`config.mk`:
```
export PLATFORM = sky130hd
export DESIGN_NAME = ip_packet_delineator_top_flat
export DESIGN_NICKNAME = d
export VERILOG_FILES = /design/src/rtl/ipd_pkg.sv /design/src/rtl/ipd_if.sv /design/src/rtl/ipd_parser.sv /design/src/rtl/ip_packet_delineator_top.sv /design/src/flat_wrapper.sv
export SDC_FILE = /design/constraint.sdc
export NUM_CORES = 1
export LEC_CHECK = 0
export ABC_CLOCK_PERIOD_IN_PS = 9000
export BUFFER_PORTS_ARGS = -buffer_cell sky130_fd_sc_hd__buf_2
export CAP_MARGIN = 5
export CORE_ASPECT_RATIO = 1.4
export CORE_UTILIZATION = 65
export DETAILED_ROUTE_END_ITERATION = 7
export PLACE_DENSITY = 0.95
export SYNTH_ARGS = -nofsm -noshare
export SYNTH_HDL_FRONTEND = slang
export SYNTH_SLANG_ARGS = --single-unit
```
`constraint.sdc`:
```
create_clock -name clk -period 9 [get_ports clk]
set_input_delay 1.8 -clock clk [delete_from_list [all_inputs] [get_ports clk]]
set_output_delay 1.8 -clock clk [all_outputs]
set_load 0.02 [all_outputs]
```
`src/rtl/ipd_pkg.sv`:
```
// Package for the IP packet delineator: word types, parse modes, status codes
// and register defaults. No dependencies; every other file of the block uses it.
`default_nettype none

package ipd_pkg;

	// Field widths fixed by the stream format.
	localparam int BYTE_W     = 8;
	localparam int CHUNK_W    = 16;
	localparam int LHL_W      = 6;
	localparam int PLEN_W     = 12;
	localparam int STATUS_W   = 2;
	localparam int CFG_IDX_W  = 1;
	localparam int CFG_DATA_W = 12;

	// Register defaults and the default length cap.
	localparam int LENGTH_CAP_DEF = 2500;
	localparam logic [LHL_W-1:0]  LINK_HDR_LEN_RST = 6'd14;
	localparam logic [PLEN_W-1:0] MAX_PKT_LEN_RST  = 12'd1500;

	// Configuration register indexes.
	localparam logic [CFG_IDX_W-1:0] CFG_LINK_HDR_LEN = 1'b0;
	localparam logic [CFG_IDX_W-1:0] CFG_MAX_PKT_LEN  = 1'b1;

	// End status codes.
	localparam logic [STATUS_W-1:0] END_GOOD     = 2'd0;
	localparam logic [STATUS_W-1:0] END_OVERSIZE = 2'd1;
	localparam logic [STATUS_W-1:0] END_ABORT    = 2'd2;

	// Version nibbles.
	localparam logic [3:0] VER_IPV4 = 4'h4;
	localparam logic [3:0] VER_IPV6 = 4'h6;

	// Header sizes and the byte position of the low length byte.
	localparam logic [PLEN_W-1:0] HDR_LEN_V4 = 12'd20;
	localparam logic [PLEN_W-1:0] HDR_LEN_V6 = 12'd40;
	localparam logic [PLEN_W-1:0] LEN_LO_V4  = 12'd3;
	localparam logic [PLEN_W-1:0] LEN_LO_V6  = 12'd5;
	localparam logic [CHUNK_W-1:0] MIN_START_LEFT = 16'd6;

	typedef enum logic [1:0] {
		MODE_IDLE,
		MODE_PACKET,
		MODE_DISCARD
	} parse_mode_t;

	typedef struct packed {
		logic [LHL_W-1:0]  link_header_len;
		logic [PLEN_W-1:0] max_packet_len;
	} cfg_t;

	typedef struct packed {
		logic [BYTE_W-1:0]  data_byte;
		logic               chunk_first;
		logic [CHUNK_W-1:0] chunk_len;
	} in_word_t;

	typedef struct packed {
		logic [BYTE_W-1:0]   out_byte;
		logic                in_packet;
		logic                packet_start;
		logic                packet_end;
		logic [STATUS_W-1:0] end_status;
		logic                ip_version;
	} out_word_t;

endpackage

`default_nettype wire

```
`src/rtl/ipd_if.sv`:
```
// Stream interfaces of the IP packet delineator: chunk bytes in, tagged bytes out.
// Depends on ipd_pkg for the field widths.
`default_nettype none

interface ipd_in_if;
	logic                         valid;
	logic                         ready;
	logic [ipd_pkg::BYTE_W-1:0]   data_byte;
	logic                         chunk_first;
	logic [ipd_pkg::CHUNK_W-1:0]  chunk_len;

	modport source (output valid, data_byte, chunk_first, chunk_len, input ready);
	modport sink   (input valid, data_byte, chunk_first, chunk_len, output ready);
endinterface

interface ipd_out_if;
	logic                          valid;
	logic                          ready;
	logic [ipd_pkg::BYTE_W-1:0]    out_byte;
	logic                          in_packet;
	logic                          packet_start;
	logic                          packet_end;
	logic [ipd_pkg::STATUS_W-1:0]  end_status;
	logic                          ip_version;

	modport source (output valid, out_byte, in_packet, packet_start, packet_end,
		end_status, ip_version, input ready);
	modport sink   (input valid, out_byte, in_packet, packet_start, packet_end,
		end_status, ip_version, output ready);
	modport mon    (input valid, ready, out_byte, in_packet, packet_start, packet_end,
		end_status, ip_version);
endinterface

`default_nettype wire

```
`src/rtl/ipd_parser.sv`:
```
// Per-byte parse state of the IP packet delineator and the role of each byte.
// Depends on ipd_pkg; instantiated by ip_packet_delineator_top.
`default_nettype none

module ipd_parser #(
	parameter int LENGTH_CAP = ipd_pkg::LENGTH_CAP_DEF
) (
	input  wire                clk,
	input  wire                arst_n,
	input  wire                step,
	input  ipd_pkg::in_word_t  in_word,
	input  ipd_pkg::cfg_t      cfg,
	output ipd_pkg::out_word_t res
);

	localparam logic [ipd_pkg::PLEN_W-1:0] CapLen = ipd_pkg::PLEN_W'(LENGTH_CAP);

	// Parse state.
	ipd_pkg::parse_mode_t                mode_q, mode_n;
	logic [ipd_pkg::CHUNK_W-1:0]         chunk_left_q, chunk_left_n;
	logic [ipd_pkg::LHL_W-1:0]           skip_left_q, skip_left_n;
	logic [ipd_pkg::PLEN_W-1:0]          packet_count_q, packet_count_n;
	logic [ipd_pkg::PLEN_W-1:0]          packet_length_q, packet_length_n;
	logic [ipd_pkg::BYTE_W-1:0]          length_high_byte_q, length_high_byte_n;
	logic                                version_is_six_q, version_is_six_n;
	logic                                oversize_mark_q, oversize_mark_n;

	// Chunk view after a possible restart on chunk_first.
	ipd_pkg::parse_mode_t                mode_c;
	logic [ipd_pkg::CHUNK_W-1:0]         chunk_left_c;
	logic [ipd_pkg::LHL_W-1:0]           skip_left_c;

	// Length field arithmetic.
	logic [ipd_pkg::CHUNK_W:0]           raw_len;
	logic [ipd_pkg::PLEN_W-1:0]          capped_len;
	logic [ipd_pkg::PLEN_W-1:0]          hdr_len;
	logic [ipd_pkg::PLEN_W-1:0]          lo_idx;
	logic [3:0]                          ver_nib;
	logic                                aborted;

	assign ver_nib = in_word.data_byte[7:4];
	assign hdr_len = version_is_six_q ? ipd_pkg::HDR_LEN_V6 : ipd_pkg::HDR_LEN_V4;
	assign lo_idx  = version_is_six_q ? ipd_pkg::LEN_LO_V6 : ipd_pkg::LEN_LO_V4;

	// Packet length from the header, plus the fixed header for IPv6, capped.
	always_comb begin
		raw_len = {1'b0, length_high_byte_q, in_word.data_byte} +
			(version_is_six_q ? (ipd_pkg::CHUNK_W+1)'(ipd_pkg::HDR_LEN_V6) : '0);
		if (raw_len > (ipd_pkg::CHUNK_W+1)'(CapLen)) begin
			capped_len = CapLen;
		end else begin
			capped_len = raw_len[ipd_pkg::PLEN_W-1:0];
		end
	end

	// Next state and the role of the current byte.
	always_comb begin
		mode_c       = (in_word.chunk_first && mode_q != ipd_pkg::MODE_PACKET) ?
			ipd_pkg::MODE_IDLE : mode_q;
		chunk_left_c = in_word.chunk_first ? in_word.chunk_len : chunk_left_q;
		skip_left_c  = in_word.chunk_first ? cfg.link_header_len : skip_left_q;

		mode_n             = mode_c;
		chunk_left_n       = chunk_left_c;
		skip_left_n        = skip_left_c;
		packet_count_n     = packet_count_q;
		packet_length_n    = packet_length_q;
		length_high_byte_n = length_high_byte_q;
		version_is_six_n   = version_is_six_q;
		oversize_mark_n    = oversize_mark_q;
		aborted            = 1'b0;

		res              = '0;
		res.out_byte     = in_word.data_byte;

		if (chunk_left_c != '0) begin
			chunk_left_n = chunk_left_c - 1'b1;
			if (skip_left_c != '0) begin
				skip_left_n = skip_left_c - 1'b1;
			end else begin
				unique case (mode_c)
					ipd_pkg::MODE_PACKET: begin
						packet_count_n = packet_count_q + 1'b1;
						if (packet_length_q == '0) begin
							if (packet_count_q == lo_idx - 1'b1) begin
								length_high_byte_n = in_word.data_byte;
							end else if (packet_count_q == lo_idx) begin
								if (capped_len <= hdr_len) begin
									aborted = 1'b1;
								end else begin
									packet_length_n = capped_len;
									oversize_mark_n = capped_len > cfg.max_packet_len;
								end
							end
						end
						res.in_packet  = 1'b1;
						res.ip_version = version_is_six_q;
						if (aborted) begin
							mode_n          = ipd_pkg::MODE_DISCARD;
							packet_length_n = packet_length_q;
							res.packet_end  = 1'b1;
							res.end_status  = ipd_pkg::END_ABORT;
						end else if (packet_length_n != '0 &&
							packet_count_n == packet_length_n) begin
							mode_n         = ipd_pkg::MODE_IDLE;
							res.packet_end = 1'b1;
							res.end_status = oversize_mark_n ? ipd_pkg::END_OVERSIZE :
								ipd_pkg::END_GOOD;
						end
					end
					ipd_pkg::MODE_IDLE: begin
						// A packet starts only on a good version nibble with room
						// left in the chunk for its length field.
						if ((ver_nib != ipd_pkg::VER_IPV4 && ver_nib != ipd_pkg::VER_IPV6)
							|| chunk_left_c < ipd_pkg::MIN_START_LEFT) begin
							mode_n = ipd_pkg::MODE_DISCARD;
						end else begin
							mode_n             = ipd_pkg::MODE_PACKET;
							version_is_six_n   = (ver_nib == ipd_pkg::VER_IPV6);
							packet_count_n     = ipd_pkg::PLEN_W'(1);
							packet_length_n    = '0;
							length_high_byte_n = '0;
							oversize_mark_n    = 1'b0;
							res.in_packet      = 1'b1;
							res.packet_start   = 1'b1;
							res.ip_version     = (ver_nib == ipd_pkg::VER_IPV6);
						end
					end
					default: begin
						mode_n = mode_c;
					end
				endcase
			end
		end
	end

	// State registers advance once per accepted byte.
	always_ff @(posedge clk or negedge arst_n) begin
		if (!arst_n) begin
			mode_q             <= ipd_pkg::MODE_IDLE;
			chunk_left_q       <= '0;
			skip_left_q        <= '0;
			packet_count_q     <= '0;
			packet_length_q    <= '0;
			length_high_byte_q <= '0;
			version_is_six_q   <= 1'b0;
			oversize_mark_q    <= 1'b0;
		end else if (step) begin
			mode_q             <= mode_n;
			chunk_left_q       <= chunk_left_n;
			skip_left_q        <= skip_left_n;
			packet_count_q     <= packet_count_n;
			packet_length_q    <= packet_length_n;
			length_high_byte_q <= length_high_byte_n;
			version_is_six_q   <= version_is_six_n;
			oversize_mark_q    <= oversize_mark_n;
		end
	end

endmodule

`default_nettype wire

```
`src/rtl/ip_packet_delineator_top.sv`:
```
// Top level of the IP packet delineator: configuration registers, input handshake
// and the result register. Depends on ipd_pkg, ipd_if.sv and ipd_parser.
//
// The delineator takes one chunk byte per cycle and returns each byte in the next
// cycle with its packet role (in packet, start, end, end status, IP version).
// Throughput is one byte per clock: the parse state updates once per byte,
// and the result register accepts a new byte in the same cycle its
// current word is taken, so in_ch.ready only drops while a result waits on a
// stalled out_ch. The user must write link_header_len and max_packet_len through
// cfg_we/cfg_index/cfg_wdata only while the stream is idle, which the block itself
// does not enforce. The one-bit cfg_index can name only these two registers.
// LENGTH_CAP caps the packet length and must fit in 12 bits.
`default_nettype none

module ip_packet_delineator_top #(
	parameter int LENGTH_CAP = ipd_pkg::LENGTH_CAP_DEF
) (
	input  wire                                clk,
	input  wire                                arst_n,
	input  wire                                cfg_we,
	input  wire [ipd_pkg::CFG_IDX_W-1:0]       cfg_index,
	input  wire [ipd_pkg::CFG_DATA_W-1:0]      cfg_wdata,
	ipd_in_if.sink                             in_ch,
	ipd_out_if.source                          out_ch
);

	ipd_pkg::cfg_t      cfg_q;
	ipd_pkg::in_word_t  in_word;
	ipd_pkg::out_word_t res;
	ipd_pkg::out_word_t res_q;
	logic               out_valid_q;
	logic               step;

	// Configuration registers.
	always_ff @(posedge clk or negedge arst_n) begin
		if (!arst_n) begin
			cfg_q.link_header_len <= ipd_pkg::LINK_HDR_LEN_RST;
			cfg_q.max_packet_len  <= ipd_pkg::MAX_PKT_LEN_RST;
		end else if (cfg_we) begin
			unique case (cfg_index)
				ipd_pkg::CFG_LINK_HDR_LEN: cfg_q.link_header_len <= cfg_wdata[ipd_pkg::LHL_W-1:0];
				ipd_pkg::CFG_MAX_PKT_LEN:  cfg_q.max_packet_len  <= cfg_wdata[ipd_pkg::PLEN_W-1:0];
				default: ;
			endcase
		end
	end

	// A byte is taken whenever the result register is empty or being emptied.
	assign in_ch.ready = !out_valid_q || out_ch.ready;
	assign step        = in_ch.valid && in_ch.ready;

	assign in_word.data_byte   = in_ch.data_byte;
	assign in_word.chunk_first = in_ch.chunk_first;
	assign in_word.chunk_len   = in_ch.chunk_len;

	ipd_parser #(
		.LENGTH_CAP (LENGTH_CAP)
	) u_parser (
		.clk     (clk),
		.arst_n  (arst_n),
		.step    (step),
		.in_word (in_word),
		.cfg     (cfg_q),
		.res     (res)
	);

	// Result register.
	always_ff @(posedge clk or negedge arst_n) begin
		if (!arst_n) begin
			out_valid_q <= 1'b0;
		end else if (in_ch.ready) begin
			out_valid_q <= in_ch.valid;
		end
	end

	always_ff @(posedge clk) begin
		if (step) begin
			res_q <= res;
		end
	end

	assign out_ch.valid        = out_valid_q;
	assign out_ch.out_byte     = res_q.out_byte;
	assign out_ch.in_packet    = res_q.in_packet;
	assign out_ch.packet_start = res_q.packet_start;
	assign out_ch.packet_end   = res_q.packet_end;
	assign out_ch.end_status   = res_q.end_status;
	assign out_ch.ip_version   = res_q.ip_version;

endmodule

`default_nettype wire

```
`src/flat_wrapper.sv`:
```
// flat-port wrapper written by rule: the top's interface ports become plain ports
module ip_packet_delineator_top_flat 
#(
	parameter int LENGTH_CAP = ipd_pkg::LENGTH_CAP_DEF
)
  (clk, arst_n, cfg_we, cfg_index, cfg_wdata, in_ch_valid, in_ch_data_byte, in_ch_chunk_first, in_ch_chunk_len, in_ch_ready, out_ch_valid, out_ch_out_byte, out_ch_in_packet, out_ch_packet_start, out_ch_packet_end, out_ch_end_status, out_ch_ip_version, out_ch_ready);
  ipd_in_if in_ch_i ();
  ipd_out_if out_ch_i ();
  input  wire clk;
  input  wire arst_n;
  input  wire cfg_we;
  input  wire [ipd_pkg::CFG_IDX_W-1:0] cfg_index;
  input  wire [ipd_pkg::CFG_DATA_W-1:0] cfg_wdata;
  input wire logic [$bits(in_ch_i.valid)-1:0] in_ch_valid;
  input wire logic [$bits(in_ch_i.data_byte)-1:0] in_ch_data_byte;
  input wire logic [$bits(in_ch_i.chunk_first)-1:0] in_ch_chunk_first;
  input wire logic [$bits(in_ch_i.chunk_len)-1:0] in_ch_chunk_len;
  output wire logic [$bits(in_ch_i.ready)-1:0] in_ch_ready;
  output wire logic [$bits(out_ch_i.valid)-1:0] out_ch_valid;
  output wire logic [$bits(out_ch_i.out_byte)-1:0] out_ch_out_byte;
  output wire logic [$bits(out_ch_i.in_packet)-1:0] out_ch_in_packet;
  output wire logic [$bits(out_ch_i.packet_start)-1:0] out_ch_packet_start;
  output wire logic [$bits(out_ch_i.packet_end)-1:0] out_ch_packet_end;
  output wire logic [$bits(out_ch_i.end_status)-1:0] out_ch_end_status;
  output wire logic [$bits(out_ch_i.ip_version)-1:0] out_ch_ip_version;
  input wire logic [$bits(out_ch_i.ready)-1:0] out_ch_ready;
  assign in_ch_i.valid = in_ch_valid;
  assign in_ch_i.data_byte = in_ch_data_byte;
  assign in_ch_i.chunk_first = in_ch_chunk_first;
  assign in_ch_i.chunk_len = in_ch_chunk_len;
  assign in_ch_ready = in_ch_i.ready;
  assign out_ch_valid = out_ch_i.valid;
  assign out_ch_out_byte = out_ch_i.out_byte;
  assign out_ch_in_packet = out_ch_i.in_packet;
  assign out_ch_packet_start = out_ch_i.packet_start;
  assign out_ch_packet_end = out_ch_i.packet_end;
  assign out_ch_end_status = out_ch_i.end_status;
  assign out_ch_ip_version = out_ch_i.ip_version;
  assign out_ch_i.ready = out_ch_ready;
  ip_packet_delineator_top #(.LENGTH_CAP(LENGTH_CAP)) u_core (.clk(clk), .arst_n(arst_n), .cfg_we(cfg_we), .cfg_index(cfg_index), .cfg_wdata(cfg_wdata), .in_ch(in_ch_i), .out_ch(out_ch_i));
endmodule
```
# --- Yosys cells after proc, flatten, opt, wreduce, memory -nomap -nowiden ---
# Index checks and enable logic that the tools add are counted.
totals:
  regBits: 91
  in_bits: 43
  output_inout_bits: 16
  word_cells: 124
classes:
  n_addsub: 5
  magnitude_cmp: 4
  n_eq_ne: 12
  n_mux: 55
  bitwise_logic: 7
  n_reduce_logical: 23
ops:
  columns: ["op", "n"]
  rows:
  - ["12-bit 2-to-1 mux", 11]
  - ["12-bit case mux with 2 select lines", 2]
  - ["16-bit 2-to-1 mux", 2]
  - ["6-bit 2-to-1 mux", 5]
  - ["12-bit equality test", 2]
  - ["8-bit 2-to-1 mux", 3]
  - ["16-bit by 6-bit adder with 17-bit output", 1]
  - ["17-bit by 12-bit > comparator with 1-bit output, second input constant", 1]
  - ["1-bit 2-to-1 mux", 17]
  - ["16-bit by 3-bit less-than comparator with 1-bit output, second input constant", 1]
  - ["8-bit case mux with 2 select lines", 1]
  - ["16-bit nonzero test", 1]
  - ["16-bit by 1-bit subtractor with 16-bit output, second input constant", 1]
  - ["2-bit 2-to-1 mux", 7]
  - ["12-bit by 1-bit adder with 12-bit output, second input constant", 1]
  - ["12-bit by 3-bit equality test with 1-bit output", 1]
  - ["12-bit > comparator", 1]
  - ["12-bit <= comparator", 1]
  - ["12-bit logical NOT", 1]
  - ["12-bit nonzero test", 1]
  - ["5-bit AND reduction", 2]
  - ["3-bit 2-to-1 mux", 3]
  - ["2-bit inequality test, second input constant", 4]
  - ["4-bit by 3-bit inequality test with 1-bit output, second input constant", 2]
  - ["other kinds (20)", 34]

# --- Logic depth before layout (Yosys ltp) ---
# Gate-level depths: netlist of run 1.
logic_depth:
  ltp_word: 19
  mapped_depth: 20
  depth_no_buf: 18

# --- By module ---
# A second synthesis of run 1 with hierarchy kept.
hier_totals:
  hier_cells: 698
  area_unflattened_um2: 6354.8
modules_own_cells:
  columns: ["mod", "instances", "cells_each", "area_each_um2", "seq_area_each_um2"]
  rows:
  - ["ipd_parser", 1, 640, 5129.9, 1451.4]
  - ["ip_packet_delineator_top", 1, 58, 1224.9, 908.4]

# --- Worst setup path before layout of run 1 ---
# No wires, ideal clock.
synth_timing:
  path_type: "input to register"
  start: "in in_ch_data_byte[3]"
  end: "reg u_core.res_q, in the netlist u_core.out_ch.end_status[0] (data pin)"
  setup_ns: 0.169
  t_arrival_ns: 6.076
  required_ns: 8.831
  setup_slack_ns: 2.755
  stages: 18
  n_path_buf: 0
  path_cell_list: "ha_1 > ha_1 > a21oi_1 > o21ai_0 > a32oi_1 > o41a_1 > nand2_1 > nor2_1 > ha_1 > nor2b_1 > o211ai_1 > a21oi_1 > nor3_1 > nor4_1 > a211oi_1 > o211ai_1 > or4b_4 > nor4b_2"
synth_between:
  elab_chain_len: 15
  word_cells_on_any_way: 32
  classes_between: "add/sub: 1; order compare: 3; eq/ne: 1; mux: 23; bitwise: 1; reduce/logical: 3"
synth_lines:
  columns: ["element", "line_no", "source"]
  rows:
  - ["start: declaration", "flat_wrapper.sv:15", "input wire logic [$bits(in_ch_i.data_byte)-1:0] in_ch_data_byte;"]
  - ["16-bit by 6-bit adder with 17-bit output *", "ipd_parser.sv:47", "raw_len = {1'b0, length_high_byte_q, in_word.data_byte} +"]
  - ["17-bit by 12-bit > comparator with 1-bit output", "ipd_parser.sv:49", "if (raw_len > (ipd_pkg::CHUNK_W+1)'(CapLen)) begin"]
  - ["12-bit 2-to-1 mux *", "ipd_parser.sv:49", null]
  - ["12-bit <= comparator", "ipd_parser.sv:88", "if (capped_len <= hdr_len) begin"]
  - ["12-bit 2-to-1 mux", "ipd_parser.sv:88", null]
  - ["12-bit 2-to-1 mux", "ipd_parser.sv:87", "end else if (packet_count_q == lo_idx) begin"]
  - ["12-bit 2-to-1 mux", "ipd_parser.sv:85", "if (packet_count_q == lo_idx - 1'b1) begin"]
  - ["12-bit 2-to-1 mux", "ipd_parser.sv:84", "if (packet_length_q == '0) begin"]
  - ["12-bit 2-to-1 mux", "ipd_parser.sv:81", "unique case (mode_c)"]
  - ["12-bit 2-to-1 mux", "ipd_parser.sv:78", "if (skip_left_c != '0) begin"]
  - ["12-bit 2-to-1 mux", "ipd_parser.sv:76", "if (chunk_left_c != '0) begin"]
  - ["12-bit equality test or 12-bit nonzero test (tied branches)", "ipd_parser.sv:104, ipd_parser.sv:103", null]
  - ["1-bit logical AND", "ipd_parser.sv:103", "end else if (packet_length_n != '0 &&"]
  - ["1-bit inverter (no line)", null, null]
  - ["5-bit OR reduction (no line)", null, null]
  - ["end signal: assignment", "ip_packet_delineator_top.sv:78", "res_q <= res;"]
  - ["end: declaration", "ip_packet_delineator_top.sv:30", "ipd_pkg::out_word_t res_q;"]
# Mark *: on every way between the ends. The rest lies on a longest branch, timed or not. The select of a mux whose other input is x is not followed.
# A chain may end at the register's enable or synchronous reset.

# --- Final worst setup path of run 1 ---
# Same ends and word-level chain as after synthesis.

==> out/summary.txt, run 1 <==
first-pass GRT wire length -> 28.8 mm
Synth Register Bits -> 91
share of cells above drive strength 1 -> 0.172
clock network power share -> 0.327
number of synthesized flops with an enable pin -> 14
leakage power -> 2.92 nW
row count -> 41
Arrival @ worst endpoint -> 7.13 ns
clk sinks -> 91
cts repair resizes -> 0
ANT cells -> 0
maximum root-to-sink buffer count -> 2
Final setup violation count -> 0
crit path cell chain -> buf_2 > ha_1 > ha_1 > a21oi_1 > o21ai_0 > a32oi_1 > o41a_1 > nand2_1 > nor2_1 > ha_1 > nor2b_1 > o211ai_1 > a21oi_1 > nor3_1 > nor4_1 > a211oi_1 > o211ai_1 > or4b_4 > nor4b_2
status -> completed
Fmax -> 144 MHz
Switching Power -> 369 uW
Final Non-Filler Cells -> 839
max incr delay on CP -> 0.59 ns
synth top area cells -> dfrtp_1, edfxtp_1, ha_1
Setup TNS Final -> 0 ns
Final Hold Viols -> 0
Chip Width -> 84.4 um
Vias/cell -> 6.84
main flop type after synthesis -> dfrtp_1
syn nets -> 756
Die Span Y -> 117 um
gpl congestion -> 0.934
pre-CTS worst setup slack -> 1.82 ns
CP most frequent cell -> ha_1
CTS Root Cell -> clkbuf_16
Seq pwr share -> 0.450
Total Nets Final -> 793
Tcrit/Tclk final -> 0.772
# DRC -> 0
power density over the cells -> 168 nW/um^2
unrepaired setup endpoints after global routing -> false
top post-synthesis cells by count -> dfrtp_1, nand2_1, o21ai_0
H-tree levels -> 3
CTS tree -> done
port buffer count -> 58
DRT iter0 DRCs -> 387
vias post-DR -> 5,739
Crit path max-delay family -> compound AO/OA/AOI/OAI gates
top cell type by total area after synthesis -> dfrtp_1
Syn Inst Count -> 690
I/O pin total -> 59
CP required -> 9.18 ns
crit-path max FO -> 9
dpl cells -> 823
Cell variety after synth -> 78
Pre-Repair DR Iteration Count -> 5
hold_buf cts -> 0
total of warnings raised by yosys -> 0
gr ovfl total -> 0
setup ws final -> 2.05 ns
P_int -> 768 uW
Slew @ Worst Pin -> 1.06 ns
Slew Limit Fails -> 0
Avg WL per Cell -> 21.2 um
Peak VDD IR -> 157 uV
postcts setup bufs -> 0
maximum number of pins on one net before global-route repair -> 78
CP startpoint kind -> primary input
combinational share of power -> 0.223
ANT nets after route -> 0
top-count cell post-synth -> dfrtp_1
sequential fraction of the synthesis area -> 0.382
switching share of power -> 0.325
clk slew on worst S/H paths -> 0.07 ns
worst path buffer plus inverter count -> 1
Yosys top cell area share -> 0.272
initial antenna violation count -> 0
# Max-Cap Violations -> 0
Initial Utilization -> 0.676
crit path capture type -> register
Worst Hold Class -> register to register
crit path kind -> primary input to register
post-synthesis instance area -> 6170 um^2
core area -> 9130 um^2
Routed WL -> 17.8 mm
overall fraction of global-route tracks in use -> 0.370
dpl hpwl -> 12.8 mm
TritonCTS buffer count -> 9
area grow syn2layout -> 9.61%
async set-reset flop share out of synthesis -> 0.846
Clock Skews -> 0.00686 ns
clk_lat worst skew -> 0.35 ns
CP max stage cell -> or4b_4
vias in the first global route -> 5,681
post-synthesis area per instance -> 8.95 um^2
Max-slew headroom -> 0.290
Final Critical Period -> 6.95 ns
die area -> 9900 um^2
==> per-layer routing <==
layer  GRT usage  up-vias  wire length (um)  part of all wire
li1            -     2638                 -                 -
met1       0.424     2769              6860              0.39
met2       0.650      265              9150              0.51
met3      0.0711       67               973             0.055
met4       0.192        0               830             0.047
met5           0        -                 0                 0
==> final timing paths <==
kind                                                        from                               endpoint  slack (ns)  depth (start not counted)
worst min-delay path             u_core.u_parser.chunk_left_q[7]        u_core.u_parser.chunk_left_q[7]        0.50                          2
max in group asynchronous                                 arst_n       u_core.u_parser.version_is_six_q        6.74                          1
min in group asynchronous                                 arst_n  u_core.u_parser.length_high_byte_q[2]        1.59                          1
worst min register to register   u_core.u_parser.chunk_left_q[7]        u_core.u_parser.chunk_left_q[7]        0.50                          2
worst max-delay path                          in_ch_data_byte[3]            u_core.out_ch.end_status[0]        2.05                         19
worst max register to register  u_core.u_parser.version_is_six_q            u_core.out_ch.end_status[0]        3.05                         18
==> power groups by stage <==
stage                     Combinational [mW]  Sequential [mW]  Clock, mW
after floorplan                        0.177            0.507          0
after global placement                 0.234            0.514          0
after detailed placement               0.246            0.517          0
after CTS                              0.249            0.510      0.372
after global routing                   0.277            0.516      0.389
final                                  0.253            0.512      0.372
==> stage by stage <==
| stage | power (mW) | hold WS, ns | utilization | cell area [um^2] |
|---|---|---|---|---|
| after global placement | 0.748 | 0.461 | 0.710 | 6480 |
| after global routing | 1.18 | 0.515 | 0.741 | 6770 |
| after floorplan | 0.683 | 0.448 | - | 6170 |
| after CTS | 1.13 | 0.496 | 0.741 | 6770 |
| after detailed placement | 0.763 | 0.480 | 0.710 | 6480 |
| final | 1.14 | 0.498 | 0.741 | 6770 |
==> area by class of cell <==
class | instances | area (um^2)
multi-input combinational | 539 | 3580
fill | 639 | 2360
sequential | 91 | 2360
timing repair buffer | 60 | 308
clock buffer | 9 | 225
tap | 107 | 134
inverter | 26 | 97.6
clock inverter | 7 | 62.6
==> sequential cells by signal, summed over array words and instances (netlist names) <==
register and count:
u_core.u_parser.chunk_left_q 16, u_core.u_parser.mode_q 2, u_core.out_ch.in_packet 1, u_core.u_parser.length_high_byte_q 8
u_core.u_parser.skip_left_q 6, u_core.u_parser.packet_length_q 12, u_core.u_parser.packet_count_q 12, u_core.out_ch.valid 1
u_core.out_ch.packet_start 1, u_core.out_ch.end_status 2, u_core.u_parser.oversize_mark_q 1, u_core.out_ch.ip_version 1
u_core.out_ch.packet_end 1, u_core.out_ch.out_byte 8, u_core.u_parser.version_is_six_q 1, u_core.cfg_q 18
==> cells in the final DEF (no fill, tap or decap), drive strengths merged, types with 4 or more instances in the layout <==
master and instances:
o211ai 5, nand4 10, edfxtp 14, clkinv 5, nor4 15, o21ai 61
o22ai 4, dfstp 10, a22o 9, xnor2 15, or4 4, ha 23
mux2i 14, a22oi 9, a21oi 28, and4 6, and2 11, nand2b 8
inv 28, buf 60, xor2 20, nand3 18, a2111oi 4, and3 12
dfrtp 67, nor3b 4, nor2b 6, a211oi 8, or3 10, or2 7
nor3 16, a31oi 16, nor2 55, nand2 63, clkbuf 9, o31ai 7
mux2 21, a21o 9
==> worst reg2reg max path, delay by kind of cell, from the launching register on <==
family | cells | cell delay, ns
adder cells (fa/ha/maj) | 3 | 0.83
AND/OR/NAND/NOR | 7 | 2.18
flip-flops | 1 | 0.51
AO/OA/AOI/OAI | 8 | 2.24
==> logic make-up after synthesis <==
| family | after synthesis | share of synthesized area |
|---|---|---|
| compound gates | 191 | 0.205 |
| xor+xnor | 35 | 0.0497 |
| fa+ha+maj | 23 | 0.0466 |
| buf+inv | 60 | 0.0389 |
| flops | 91 | 0.382 |
| mux | 35 | 0.0610 |
| simple gates | 255 | 0.217 |
No activity file was read; power rests on OpenSTA's default activity.
==> run 2: changes to the inputs <==
Settings changed: ABC_CLOCK_PERIOD_IN_PS 9000 to 7050, CORE_UTILIZATION 65 to 60, PLACE_DENSITY 0.95 to 0.92.
Clock period 9 ns to 7.05 ns, I/O delays scaled along.
==> out/summary.txt, run 2 (same netlist as run 1, synthesis figures left out) <==
leakage power -> 2.95 nW (+0.92%)
Seq pwr share -> 0.447 (-0.003)
status -> completed
Avg WL per Cell -> 19.5 um (-8.2%)
Initial Utilization -> 0.620 (-0.0558)
crit path capture type -> register
postcts setup bufs -> 0 (unchanged)
switching share of power -> 0.300 (-0.0243)
row count -> 43 (+4.9%)
die area -> 10,700 um^2 (+8.2%)
initial antenna violation count -> 0 (unchanged)
power density over the cells -> 213 nW/um^2 (+27%)
start point of the critical path -> in_ch_data_byte[3]
DRT iter0 DRCs -> 468 (+21%)
Final Hold Viols -> 0 (unchanged)
Final Critical Period -> 6.64 ns
Die Span Y -> 122 um (+4.0%)
combinational share of power -> 0.217 (-0.006)
ANT cells -> 0 (unchanged)
Final setup violation count -> 0 (unchanged)
hold_buf cts -> 0 (unchanged)
cts repair resizes -> 0 (unchanged)
overall fraction of global-route tracks in use -> 0.337 (-0.0331)
Arrival @ worst endpoint -> 6.82 ns (-0.31 ns)
global route hottest layer -> met2
# Max-Cap Violations -> 0 (unchanged)
most common cell after layout, fill and taps aside -> dfrtp_1
CTS Root Cell -> clkbuf_16
I/O pin total -> 59 (unchanged)
area grow syn2layout -> 10.9%
# DRC -> 0 (unchanged)
Tcrit/Tclk final -> 0.941
Regs by FF count -> u_core.cfg_q x18, u_core.u_parser.chunk_left_q x16
clk_lat worst skew -> 0.35 ns (about the same)
gpl congestion -> 0.954 (+2.1%)
Register-to-Register Setup Slack -> 1.00 ns (-2.05 ns)
Pre-Repair DR Iteration Count -> 5 (unchanged)
Worst Reg-to-Reg Cells -> 18 (unchanged)
Hold Path Stages -> 2 (unchanged)
share of cells above drive strength 1 -> 0.175 (+0.00290)
Fmax -> 151 MHz
maximum root-to-sink buffer count -> 2 (unchanged)
H-tree levels -> 3 (unchanged)
largest register by flop count -> u_core.cfg_q
Reg-to-Reg Start -> u_core.u_parser.version_is_six_q
unrepaired setup endpoints after global routing -> false
Routed WL -> 17.0 mm (-4.6%)
clk sinks -> 91 (unchanged)
CTS tree -> done
clk slew on worst S/H paths -> 0.06 ns (about the same)
ANT nets after route -> 0 (unchanged)
Worst Hold Class -> register to register
Critical R2R Capture -> u_core.out_ch.end_status[0]
CP required -> 7.23 ns (-1.95 ns)
Clock Skews -> 0.00683 ns (-0.0000322 ns)
met1 usage -> 0.384 (-0.0399)
FILL cells -> 785 (+23%)
Max-slew headroom -> 0.269 (-0.0211)
met2 Use GR -> 0.584 (-0.0658)
Vias/cell -> 6.51 (-4.9%)
TritonCTS buffer count -> 9 (unchanged)
Chip Width -> 87.7 um (+4.0%)
clock network power share -> 0.337 (+0.010)
first-pass GRT wire length -> 27.5 mm (-4.4%)
Critical Path Sink -> u_core.out_ch.end_status[0]
Largest register FFs -> 18 (unchanged)
Slew Limit Fails -> 0 (unchanged)
Peak VDD IR -> 159 uV (+1.1%)
port buffer count -> 58 (unchanged)
P_int -> 1.02 mW (+33%)
Total Nets Final -> 798 (+0.63%)
Setup TNS Final -> 0 ns (unchanged)
vias in the first global route -> 5,618 (-1.1%)
most frequent cells in the layout -> dfrtp_1, nand2_1, buf_2
grt met3 use -> 0.0467 (-0.0243)
gr ovfl total -> 0 (unchanged)
dpl cells -> 856 (+4.0%)
crit-path max FO -> 9 (unchanged)
Switching Power -> 439 uW (+19%)
CP startpoint kind -> primary input
core area -> 9950 um^2 (+9.0%)
Hold Slack -> 0.480 ns (-0.0179 ns)
dpl hpwl -> 12.8 mm (-0.44%)
Final Non-Filler Cells -> 872 (+3.9%)
crit path kind -> primary input to register
vias post-DR -> 5,675 (-1.1%)
Slew @ Worst Pin -> 1.09 ns (+0.0281 ns)
maximum number of pins on one net before global-route repair -> 78 (unchanged)
## run 2: cell types whose count changed in the layout (fill, tap and decap cells not counted), sizes merged
cell / change
buf: +5
bufinv: +1
clkbuf: +2
clkinv: -2
clkinvlp: +1
inv: -2
## run 2: metrics by stage
stage,setup slack [ns],total power [mW],utilization,area (um^2)
after floorplan,1.20,0.872,-,6170
after global placement,0.539,0.952,0.658,6550
after detailed placement,0.275,0.974,0.658,6550
after CTS,0.621,1.46,0.688,6850
after global routing,0.168,1.53,0.688,6850
final,0.414,1.46,0.688,6850
## run 2: critical path, cell delays in order
cell and delay, ns:
buf_2 0.11, ha_1 0.23, ha_1 0.25, a21oi_1 0.40
o21ai_0 0.21, a32oi_1 0.49, o41a_1 0.41, nand2_1 0.26
nor2_1 0.24, ha_1 0.29, nor2b_1 0.15, o211ai_1 0.17
a21oi_1 0.16, nor3_1 0.55, nor4_1 0.19, a211oi_1 0.31
o211ai_1 0.14, or4b_4 0.58, nor4b_2 0.25
## run 2: cell type report
cell class                      instances  area [um^2]  area share
Multi-Input combinational cell        539         3570       0.522
Sequential cell                        91         2360       0.345
Timing Repair Buffer                   65          345      0.0504
Clock buffer                           11          243      0.0354
Tap cell                              135          169      0.0247
Inverter                               26         97.6      0.0143
Clock inverter                          5         60.1     0.00877
## run 2: worst min path at each step
| stage | startpoint | endpoint |
|---|---|---|
| 2_1_floorplan | u_core.u_parser.oversize_mark_q | u_core.u_parser.oversize_mark_q |
| 3_3_place_gp | u_core.u_parser.oversize_mark_q | u_core.u_parser.oversize_mark_q |
| 3_5_place_dp | u_core.u_parser.oversize_mark_q | u_core.u_parser.oversize_mark_q |
| 4_1_cts | u_core.u_parser.oversize_mark_q | u_core.u_parser.oversize_mark_q |
| 5_1_grt | u_core.u_parser.oversize_mark_q | u_core.u_parser.oversize_mark_q |
| 6_report | u_core.u_parser.oversize_mark_q | u_core.u_parser.oversize_mark_q |
## run 2: layer usage
| metal | vias up | share of wire |
|---|---|---|
| li1 | 2639 | - |
| met2 | 222 | 0.51 |
| met1 | 2743 | 0.39 |
| met5 | - | 0 |
| met4 | 0 | 0.052 |
| met3 | 71 | 0.043 |
## run 2: power by group through the flow
stage	sequential (mW)	clock, mW	combinational, mW
2_1_floorplan	0.647	0	0.225
3_3_place_gp	0.656	0	0.296
3_5_place_dp	0.660	0	0.314
4_1_cts	0.651	0.497	0.315
5_1_grt	0.659	0.515	0.353
6_report	0.653	0.492	0.317
